## src/rtl/brl_pkg.sv

```systemverilog
// Shared constants and helper functions for the Bresenham line raster core.
// No dependencies; every other file of the core refers to it by scoped names.
package brl_pkg;

    // Operation codes carried by the op field of an input word.
    localparam logic OP_LOAD = 1'b0;
    localparam logic OP_STEP = 1'b1;

    // Configuration register indexes.
    localparam int  CFG_IDX_BITS   = 1;
    localparam logic [CFG_IDX_BITS-1:0] REG_FRAME_BASE = 1'b0;
    localparam logic [CFG_IDX_BITS-1:0] REG_ROW_PITCH  = 1'b1;

    // Fixed field widths.
    localparam int BASE_BITS  = 24;
    localparam int PITCH_BITS = 13;
    localparam int COLOR_BITS = 8;
    localparam int CFG_DATA_BITS = 24;
    localparam logic [PITCH_BITS-1:0] PITCH_RESET = 13'd640;

    // Command queue between the front and the back.
    localparam int Q_DEPTH     = 4;
    localparam int Q_PTR_BITS  = 2;
    localparam int Q_CNT_BITS  = 3;

    // Width of one decoded command word: op, active, address, major, minor,
    // error term, axis and sign flags, and colour.
    function automatic int cmd_bits(input int coord_bits, input int addr_bits);
        return 2 + addr_bits + 2 * coord_bits + (coord_bits + 2) + 3 + COLOR_BITS;
    endfunction

endpackage

```

## src/rtl/brl_front.sv

```systemverilog
// Front end of the line raster core: accepts input words, works out deltas,
// signs, major axis, initial error and start address, and pushes commands.
// Depends on brl_pkg.
module brl_front #(
    parameter int COORD_BITS = 12,
    parameter int ADDR_BITS  = 25,
    parameter int CMD_BITS   = brl_pkg::cmd_bits(12, 25)
) (
    input  logic                             i_clk,
    input  logic                             i_rst_n,
    input  logic                             i_in_valid,
    output logic                             o_in_stall,
    input  logic                             i_op,
    input  logic [COORD_BITS-1:0]            i_start_x,
    input  logic [COORD_BITS-1:0]            i_start_y,
    input  logic [COORD_BITS-1:0]            i_end_x,
    input  logic [COORD_BITS-1:0]            i_end_y,
    input  logic [brl_pkg::COLOR_BITS-1:0]   i_draw_color,
    input  logic [brl_pkg::BASE_BITS-1:0]    i_frame_base,
    input  logic [brl_pkg::PITCH_BITS-1:0]   i_row_pitch,
    input  logic                             i_q_full,
    output logic                             o_push,
    output logic [CMD_BITS-1:0]              o_cmd
);

    localparam int ERR_BITS  = COORD_BITS + 2;
    localparam int PROD_BITS = COORD_BITS + brl_pkg::PITCH_BITS;

    typedef struct packed {
        logic                           op;
        logic                           active;
        logic [ADDR_BITS-1:0]           addr;
        logic [COORD_BITS-1:0]          major;
        logic [COORD_BITS-1:0]          minor;
        logic signed [ERR_BITS-1:0]     err;
        logic                           x_is_major;
        logic                           x_neg;
        logic                           y_neg;
        logic [brl_pkg::COLOR_BITS-1:0] color;
    } t_cmd;

    // Stage register holding the first half of the load set-up.
    logic                            r_s1_valid;
    logic                            r_op;
    logic                            r_x_neg;
    logic                            r_y_neg;
    logic [COORD_BITS-1:0]           r_adx;
    logic [COORD_BITS-1:0]           r_ady;
    logic [COORD_BITS-1:0]           r_sx;
    logic [PROD_BITS-1:0]            r_prod;
    logic [brl_pkg::COLOR_BITS-1:0]  r_color;

    logic n_x_neg;
    logic n_y_neg;
    logic accept;
    logic advance;
    t_cmd cmd;

    assign o_in_stall = r_s1_valid & i_q_full;
    assign accept     = i_in_valid & ~o_in_stall;
    assign advance    = r_s1_valid & ~i_q_full;
    assign n_x_neg    = i_end_x < i_start_x;
    assign n_y_neg    = i_end_y < i_start_y;

    // Stage one: absolute deltas, directions and the row offset product.
    always_ff @(posedge i_clk) begin
        if (!i_rst_n) begin
            r_s1_valid <= 1'b0;
        end else if (accept) begin
            r_s1_valid <= 1'b1;
        end else if (advance) begin
            r_s1_valid <= 1'b0;
        end
        if (accept) begin
            r_op    <= i_op;
            r_x_neg <= n_x_neg;
            r_y_neg <= n_y_neg;
            r_adx   <= n_x_neg ? i_start_x - i_end_x : i_end_x - i_start_x;
            r_ady   <= n_y_neg ? i_start_y - i_end_y : i_end_y - i_start_y;
            r_sx    <= i_start_x;
            r_prod  <= PROD_BITS'(i_start_y) * PROD_BITS'(i_row_pitch);
            r_color <= i_draw_color;
        end
    end

    // Stage two: pick the major axis, set the error term and the start address.
    always_comb begin
        cmd.op         = r_op;
        cmd.x_is_major = r_adx > r_ady;
        cmd.major      = cmd.x_is_major ? r_adx : r_ady;
        cmd.minor      = cmd.x_is_major ? r_ady : r_adx;
        cmd.err        = signed'({1'b0, cmd.minor, 1'b0}) - signed'({2'b00, cmd.major});
        cmd.active     = cmd.major != '0;
        cmd.addr       = ADDR_BITS'(i_frame_base) + ADDR_BITS'(r_prod) + ADDR_BITS'(r_sx);
        cmd.x_neg      = r_x_neg;
        cmd.y_neg      = r_y_neg;
        cmd.color      = r_color;
    end

    assign o_push = advance;
    assign o_cmd  = cmd;

endmodule

```

## src/rtl/brl_queue.sv

```systemverilog
// Short command queue that decouples the set-up front end from the stepper.
// Depends on brl_pkg for its depth and pointer widths.
module brl_queue #(
    parameter int WIDTH = 64
) (
    input  logic             i_clk,
    input  logic             i_rst_n,
    input  logic             i_push,
    input  logic [WIDTH-1:0] i_data,
    output logic             o_full,
    input  logic             i_pop,
    output logic             o_valid,
    output logic [WIDTH-1:0] o_data
);

    logic [WIDTH-1:0]                 r_mem [brl_pkg::Q_DEPTH];
    logic [brl_pkg::Q_PTR_BITS-1:0]   r_wr_ptr;
    logic [brl_pkg::Q_PTR_BITS-1:0]   r_rd_ptr;
    logic [brl_pkg::Q_CNT_BITS-1:0]   r_count;

    logic do_pop;

    assign o_full  = r_count == brl_pkg::Q_CNT_BITS'(brl_pkg::Q_DEPTH);
    assign o_valid = r_count != '0;
    assign o_data  = r_mem[r_rd_ptr];
    assign do_pop  = i_pop & o_valid;

    // Pointers and fill count.
    always_ff @(posedge i_clk) begin
        if (!i_rst_n) begin
            r_wr_ptr <= '0;
            r_rd_ptr <= '0;
            r_count  <= '0;
        end else begin
            if (i_push) begin
                r_wr_ptr <= r_wr_ptr + 1'b1;
            end
            if (do_pop) begin
                r_rd_ptr <= r_rd_ptr + 1'b1;
            end
            if (i_push && !do_pop) begin
                r_count <= r_count + 1'b1;
            end else if (!i_push && do_pop) begin
                r_count <= r_count - 1'b1;
            end
        end
    end

    // Storage for queued words.
    always_ff @(posedge i_clk) begin
        if (i_push) begin
            r_mem[r_wr_ptr] <= i_data;
        end
    end

endmodule

```

## src/rtl/brl_back.sv

```systemverilog
// Back end of the line raster core: holds the active line, steps it one pixel
// per step word and drives the registered pixel output. Depends on brl_pkg.
module brl_back #(
    parameter int COORD_BITS = 12,
    parameter int ADDR_BITS  = 25,
    parameter int CMD_BITS   = brl_pkg::cmd_bits(12, 25)
) (
    input  logic                             i_clk,
    input  logic                             i_rst_n,
    input  logic [brl_pkg::PITCH_BITS-1:0]   i_row_pitch,
    input  logic                             i_q_valid,
    input  logic [CMD_BITS-1:0]              i_cmd,
    output logic                             o_pop,
    output logic                             o_out_valid,
    input  logic                             i_out_stall,
    output logic [ADDR_BITS-1:0]             o_pixel_addr,
    output logic [brl_pkg::COLOR_BITS-1:0]   o_pixel_color,
    output logic                             o_last_pixel
);

    localparam int ERR_BITS = COORD_BITS + 2;

    typedef struct packed {
        logic                           op;
        logic                           active;
        logic [ADDR_BITS-1:0]           addr;
        logic [COORD_BITS-1:0]          major;
        logic [COORD_BITS-1:0]          minor;
        logic signed [ERR_BITS-1:0]     err;
        logic                           x_is_major;
        logic                           x_neg;
        logic                           y_neg;
        logic [brl_pkg::COLOR_BITS-1:0] color;
    } t_cmd;

    // Line state.
    logic                            r_active;
    logic [ADDR_BITS-1:0]            r_addr;
    logic signed [ERR_BITS-1:0]      r_err;
    logic [COORD_BITS-1:0]           r_left;
    logic [COORD_BITS-1:0]           r_major;
    logic [COORD_BITS-1:0]           r_minor;
    logic                            r_x_is_major;
    logic                            r_x_neg;
    logic                            r_y_neg;
    logic [brl_pkg::COLOR_BITS-1:0]  r_color;

    // Output register.
    logic                            r_out_valid;
    logic [ADDR_BITS-1:0]            r_out_addr;
    logic [brl_pkg::COLOR_BITS-1:0]  r_out_color;
    logic                            r_out_last;

    t_cmd                        cmd;
    logic                        out_free;
    logic                        is_load;
    logic                        do_step;
    logic [ADDR_BITS-1:0]        pitch_ext;
    logic [ADDR_BITS-1:0]        d_major;
    logic [ADDR_BITS-1:0]        d_minor;
    logic                        minor_move;
    logic [ADDR_BITS-1:0]        n_addr;
    logic signed [ERR_BITS-1:0]  n_err;
    logic [COORD_BITS-1:0]       n_left;

    assign cmd      = i_cmd;
    assign is_load  = cmd.op == brl_pkg::OP_LOAD;
    assign out_free = ~r_out_valid | ~i_out_stall;
    assign o_pop    = i_q_valid & (is_load | ~r_active | out_free);
    assign do_step  = o_pop & ~is_load & r_active;

    // Signed address increments along the major and minor axes.
    always_comb begin
        pitch_ext = ADDR_BITS'(i_row_pitch);
        if (r_x_is_major) begin
            d_major = r_x_neg ? '1 : ADDR_BITS'(1);
            d_minor = r_y_neg ? (~pitch_ext + 1'b1) : pitch_ext;
        end else begin
            d_major = r_y_neg ? (~pitch_ext + 1'b1) : pitch_ext;
            d_minor = r_x_neg ? '1 : ADDR_BITS'(1);
        end
    end

    // One Bresenham step: error update and address advance.
    always_comb begin
        minor_move = ~r_err[ERR_BITS-1];
        n_err      = r_err + signed'({1'b0, r_minor, 1'b0})
                     - (minor_move ? signed'({1'b0, r_major, 1'b0}) : '0);
        n_addr     = r_addr + d_major + (minor_move ? d_minor : '0);
        n_left     = r_left - 1'b1;
    end

    // Line state update on load and step words.
    always_ff @(posedge i_clk) begin
        if (!i_rst_n) begin
            r_active <= 1'b0;
        end else if (o_pop && is_load) begin
            r_active <= cmd.active;
        end else if (do_step && r_left == COORD_BITS'(1)) begin
            r_active <= 1'b0;
        end
        if (o_pop && is_load) begin
            r_addr       <= cmd.addr;
            r_err        <= cmd.err;
            r_left       <= cmd.major;
            r_major      <= cmd.major;
            r_minor      <= cmd.minor;
            r_x_is_major <= cmd.x_is_major;
            r_x_neg      <= cmd.x_neg;
            r_y_neg      <= cmd.y_neg;
            r_color      <= cmd.color;
        end else if (do_step) begin
            r_addr <= n_addr;
            r_err  <= n_err;
            r_left <= n_left;
        end
    end

    // Pixel output register.
    always_ff @(posedge i_clk) begin
        if (!i_rst_n) begin
            r_out_valid <= 1'b0;
        end else if (do_step) begin
            r_out_valid <= 1'b1;
        end else if (!i_out_stall) begin
            r_out_valid <= 1'b0;
        end
        if (do_step) begin
            r_out_addr  <= r_addr;
            r_out_color <= r_color;
            r_out_last  <= r_left == COORD_BITS'(1);
        end
    end

    assign o_out_valid   = r_out_valid;
    assign o_pixel_addr  = r_out_addr;
    assign o_pixel_color = r_out_color;
    assign o_last_pixel  = r_out_last;

endmodule

```

## src/rtl/bresenham_line_raster_core.sv

```systemverilog
// Bresenham line raster core: one pixel write per step word on an active line.
// A step word passes through the set-up stage register, the command queue and
// the stepper output register on its way to the pixel outputs.
// Throughput: one word per cycle while the pixel output is not stalled, set by the stepper update.
// Reset clears the queue, the active line and the output; frame_base resets
// to 0 and row_pitch to 640. Depends on brl_pkg, brl_front, brl_queue, brl_back.
module bresenham_line_raster_core #(
    parameter int COORD_BITS = 12,
    parameter int ADDR_BITS  = 25
) (
    input  logic                                i_clk,
    input  logic                                i_rst_n,
    input  logic                                i_in_valid,
    output logic                                o_in_stall,
    input  logic                                i_op,
    input  logic [COORD_BITS-1:0]               i_start_x,
    input  logic [COORD_BITS-1:0]               i_start_y,
    input  logic [COORD_BITS-1:0]               i_end_x,
    input  logic [COORD_BITS-1:0]               i_end_y,
    input  logic [brl_pkg::COLOR_BITS-1:0]      i_draw_color,
    output logic                                o_out_valid,
    input  logic                                i_out_stall,
    output logic [ADDR_BITS-1:0]                o_pixel_addr,
    output logic [brl_pkg::COLOR_BITS-1:0]      o_pixel_color,
    output logic                                o_last_pixel,
    input  logic                                i_cfg_valid,
    output logic                                o_cfg_ready,
    input  logic [brl_pkg::CFG_IDX_BITS-1:0]    i_cfg_index,
    input  logic [brl_pkg::CFG_DATA_BITS-1:0]   i_cfg_data
);

    localparam int CMD_BITS = brl_pkg::cmd_bits(COORD_BITS, ADDR_BITS);

    logic [brl_pkg::BASE_BITS-1:0]  r_frame_base;
    logic [brl_pkg::PITCH_BITS-1:0] r_row_pitch;

    logic                q_full;
    logic                q_push;
    logic [CMD_BITS-1:0] q_in;
    logic                q_pop;
    logic                q_valid;
    logic [CMD_BITS-1:0] q_out;

    // Configuration registers; writes are always taken.
    assign o_cfg_ready = 1'b1;

    always_ff @(posedge i_clk) begin
        if (!i_rst_n) begin
            r_frame_base <= '0;
            r_row_pitch  <= brl_pkg::PITCH_RESET;
        end else if (i_cfg_valid && o_cfg_ready) begin
            unique case (i_cfg_index)
                brl_pkg::REG_FRAME_BASE: r_frame_base <= i_cfg_data[brl_pkg::BASE_BITS-1:0];
                brl_pkg::REG_ROW_PITCH:  r_row_pitch  <= i_cfg_data[brl_pkg::PITCH_BITS-1:0];
                default: ;
            endcase
        end
    end

    brl_front #(
        .COORD_BITS (COORD_BITS),
        .ADDR_BITS  (ADDR_BITS),
        .CMD_BITS   (CMD_BITS)
    ) u_front (
        .i_clk        (i_clk),
        .i_rst_n      (i_rst_n),
        .i_in_valid   (i_in_valid),
        .o_in_stall   (o_in_stall),
        .i_op         (i_op),
        .i_start_x    (i_start_x),
        .i_start_y    (i_start_y),
        .i_end_x      (i_end_x),
        .i_end_y      (i_end_y),
        .i_draw_color (i_draw_color),
        .i_frame_base (r_frame_base),
        .i_row_pitch  (r_row_pitch),
        .i_q_full     (q_full),
        .o_push       (q_push),
        .o_cmd        (q_in)
    );

    brl_queue #(
        .WIDTH (CMD_BITS)
    ) u_queue (
        .i_clk   (i_clk),
        .i_rst_n (i_rst_n),
        .i_push  (q_push),
        .i_data  (q_in),
        .o_full  (q_full),
        .i_pop   (q_pop),
        .o_valid (q_valid),
        .o_data  (q_out)
    );

    brl_back #(
        .COORD_BITS (COORD_BITS),
        .ADDR_BITS  (ADDR_BITS),
        .CMD_BITS   (CMD_BITS)
    ) u_back (
        .i_clk         (i_clk),
        .i_rst_n       (i_rst_n),
        .i_row_pitch   (r_row_pitch),
        .i_q_valid     (q_valid),
        .i_cmd         (q_out),
        .o_pop         (q_pop),
        .o_out_valid   (o_out_valid),
        .i_out_stall   (i_out_stall),
        .o_pixel_addr  (o_pixel_addr),
        .o_pixel_color (o_pixel_color),
        .o_last_pixel  (o_last_pixel)
    );

endmodule
```

## config.mk

```make
export PLATFORM = sky130hd
export DESIGN_NAME = bresenham_line_raster_core
export DESIGN_NICKNAME = d
export VERILOG_FILES = /design/src/rtl/brl_pkg.sv /design/src/rtl/brl_front.sv /design/src/rtl/brl_queue.sv /design/src/rtl/brl_back.sv /design/src/rtl/bresenham_line_raster_core.sv
export SDC_FILE = /design/constraint.sdc
export NUM_CORES = 1
export LEC_CHECK = 0
export BUFFER_PORTS_ARGS = -buffer_cell sky130_fd_sc_hd__clkbuf_2
export CAP_MARGIN = 5
export CORE_ASPECT_RATIO = 0.8
export CORE_MARGIN = 2
export CORE_UTILIZATION = 34
export DETAILED_ROUTE_END_ITERATION = 8
export HOLD_SLACK_MARGIN = 0.15
export PLACE_DENSITY = 0.46
export RECOVER_POWER = 100
export REMOVE_ABC_BUFFERS = 1
export SYNTH_ARGS = -nofsm -noshare
export SYNTH_HDL_FRONTEND = slang
export SYNTH_SLANG_ARGS = --single-unit
```

## constraint.sdc

```tcl
create_clock -name i_clk -period 15.8 [get_ports i_clk]
set_input_delay 0.79 -clock i_clk [delete_from_list [all_inputs] [get_ports i_clk]]
set_output_delay 0.79 -clock i_clk [all_outputs]
set_load 0.03 [all_outputs]
```

==> reports/metrics.yaml <==
dieArea_mm2: 0.09753
final_common_cell: "edfxtp_1"
fin_area_mm2: 0.03627
holdBufCountCts: 0
rsz0062_at_grt: "false"
viasPerCell: 4.988
synth_area_mm2: 0.03231
synthesis.instances: 2646
r2r-end: "u_back.r_addr[18]"
most-common-layout-cells: "edfxtp_1, inv_1, nand2_1, ha_1, fa_1"
final_nets: 3223
max_cap_violations: 17
worstMarginPinSlew_ns: 4.079
ys.warnings.count: 0
synth_cell_types: 79
portBuffers: 122
grt_max_degree: 66
ys.flop_type: "edfxtp_1"
insertion_delay_ns: 0.64
ir_worst_vdd_mv: 0.1248
hold_violations: 0
area_growth_pct: 12.27
crit_type: "reg2reg"
first_iter_violations: 1295
finalSetupViolCount: 0
synth_area_leaders: "edfxtp_1, fa_1, ha_1"
synth_top_area_share_pct: 45.63
synth_edf_count: 491
overflow: 0
dpl_cell_area_mm2: 0.03429
worst-path-buf-inv: 1
slew_headroom_pct: -171.9
synthSimpleGateAreaFrac_pct: 8.678
hold_start: "i_op"
tritoncts: "built"
worstHoldPathType: "in2reg"
core_mm2: 0.09453
synth-seq-cells: 540
hold_depth: 1
cp-start-kind: "flop"
path_depth: 4
drv_slew: 705
synth_top_family_by_area: "adder cells"
fillers: 9120
antenna_found_initial: 8
start_util_pct: 34.18
finalCriticalPeriod_ns: 8.335
cts_made_buffers: 61
period_share_pct: 52.75
die_x_um: 348.7
synth_xor_area_share_pct: 3.470
cp-end-kind: "flop"
first_pass_iters: 7
wl_per_cell_um: 21.11
setup_tns_ns: 0
async_flop_share_pct: 0
dr_total_vias: 20200
drcViolationCount: 0
r2r_setup_slack_ns: 7.47
outcome: "complete, but fails checks"
htreeDepth: 2
yosysTopAreaCell: "edfxtp_1"
powerDensity_mw_per_mm2: 218.5
fmax_mhz: 120.0
utilization_pct: 38.37
finalWirelength_mm: 85.49
reg2reg_depth: 4
grt_pass1_vias: 20590
slowest_stage: "dfxtp_1"
slowest_delay_ns: 2.60
grt_pass1_wl_mm: 128.5
synth_compound_area_share_pct: 8.651
gp_congestion: 0.8088
ant_nets: 0
crit_chain: "mux4_2, or2_0, clkbuf_1, nand2_1"
post_cts_resize_count: 0
cellLeakagePower_nw: 14.62
seq_area_frac_synth_pct: 48.67
synthAdderAreaFrac_pct: 18.48
violations: "capacitance limit, slew limit"
crit_family: "flip-flops"
cts.reportedPaths.clkPinSlew_ns: 0.06
dp_hpwl_mm: 62.39
finalClockSkew_ns: 0.02432
rows: 101
top_level_ports: 124
grtUsageTotal_pct: 17.55
cts_buffer_depth: 3
hold_path_end: "u_front.r_op"
avgSynthCellArea_um2: 12.21
crit_fanout: 50
clockRootBuffer: "clkbuf_16"
drive_above_1_share_pct: 10.28
cp.arrival_ns: 8.08
clkSinkCount: 540
synth.area.mux_share_pct: 6.370
post-cts-setup-buffers: 0
required_ns: 15.55
fp.dieH_um: 279.7
==> final cells by class <==
class,instances,area (um^2),share of cell area [%]
Antenna cell,2,5.005,0.01380
Clock buffer,66,1567,4.319
Clock inverter,50,620.6,1.711
Inverter,380,1426,3.932
Multi-Input combinational cell,1630,14700,40.53
Sequential cell,540,15730,43.36
Tap cell,1236,1546,4.263
Timing Repair Buffer,146,679.4,1.873
==> report_power, final <==
group	switching [mW]	total [mW]	internal (mW)
combinational	2.37	4.00	1.63
sequential	0.181	2.40	2.22
clock	0.611	1.53	0.919
==> cell usage after synthesis (49+ instances only) <==
library cell / number
a21o_1: 56
a21oi_1: 119
and2_1: 60
clkbuf_1: 75
dfxtp_1: 49
edfxtp_1: 491
fa_1: 167
ha_1: 210
inv_1: 378
mux4_2: 75
nand2_1: 253
nor2_1: 120
o21ai_0: 58
xnor2_1: 86
==> metrics by stage <==
step	power [mW]	hold slack [ns]	setup WS [ns]	std cells
2_1_floorplan	5.315	0.4003	9.235	2550
3_3_place_gp	6.349	0.4059	9.716	3932
3_5_place_dp	6.420	0.4065	9.674	3932
4_1_cts	7.996	0.2840	9.990	4048
5_1_grt	8.557	0.3035	6.365	4048
6_report	7.926	0.3302	7.465	4050
==> sequential cells by signal, indices dropped and copies added, names as in the netlist, 3 cells and up, named ones only <==
name	flops
u_queue.r_mem	300
u_back.o_pixel_addr	25
u_back.r_addr	25
u_front.r_prod	25
r_frame_base	24
r_row_pitch	13
u_back.r_err	13
u_back.r_left	12
u_back.r_major	12
u_back.r_minor	12
u_front.r_adx	12
u_front.r_ady	12
u_front.r_sx	12
u_back.o_pixel_color	8
u_back.r_color	8
u_front.r_color	8
u_queue.r_count	3
==> per-layer routing <==
layer	track usage (%)	up-vias	wire, um
met5	0	-	36
met4	3.592	6	1656
met3	3.021	102	5057
met2	25.22	459	35000
met1	27.49	10240	43740
li1	-	9397	-
==> cell families after synthesis <==
group / Yosys count
simple gates: 600
flops: 540
buf+inv: 476
compound gates: 414
fa+ha+maj: 377
xor+xnor: 128
mux: 110
other cells: 1
==> worst max path at each step <==
| stage | end | slack [ns] |
|---|---|---|
| 4_1_cts | u_front.r_prod[24] | 9.99 |
| 6_report | u_back.r_addr[18] | 7.47 |
| 3_3_place_gp | u_front.r_prod[24] | 9.72 |
| 2_1_floorplan | u_back.r_addr[10] | 9.24 |
| 3_5_place_dp | u_front.r_prod[24] | 9.67 |
| 5_1_grt | u_back.r_addr[13] | 6.37 |
No activity file was read; power rests on OpenSTA's default activity.
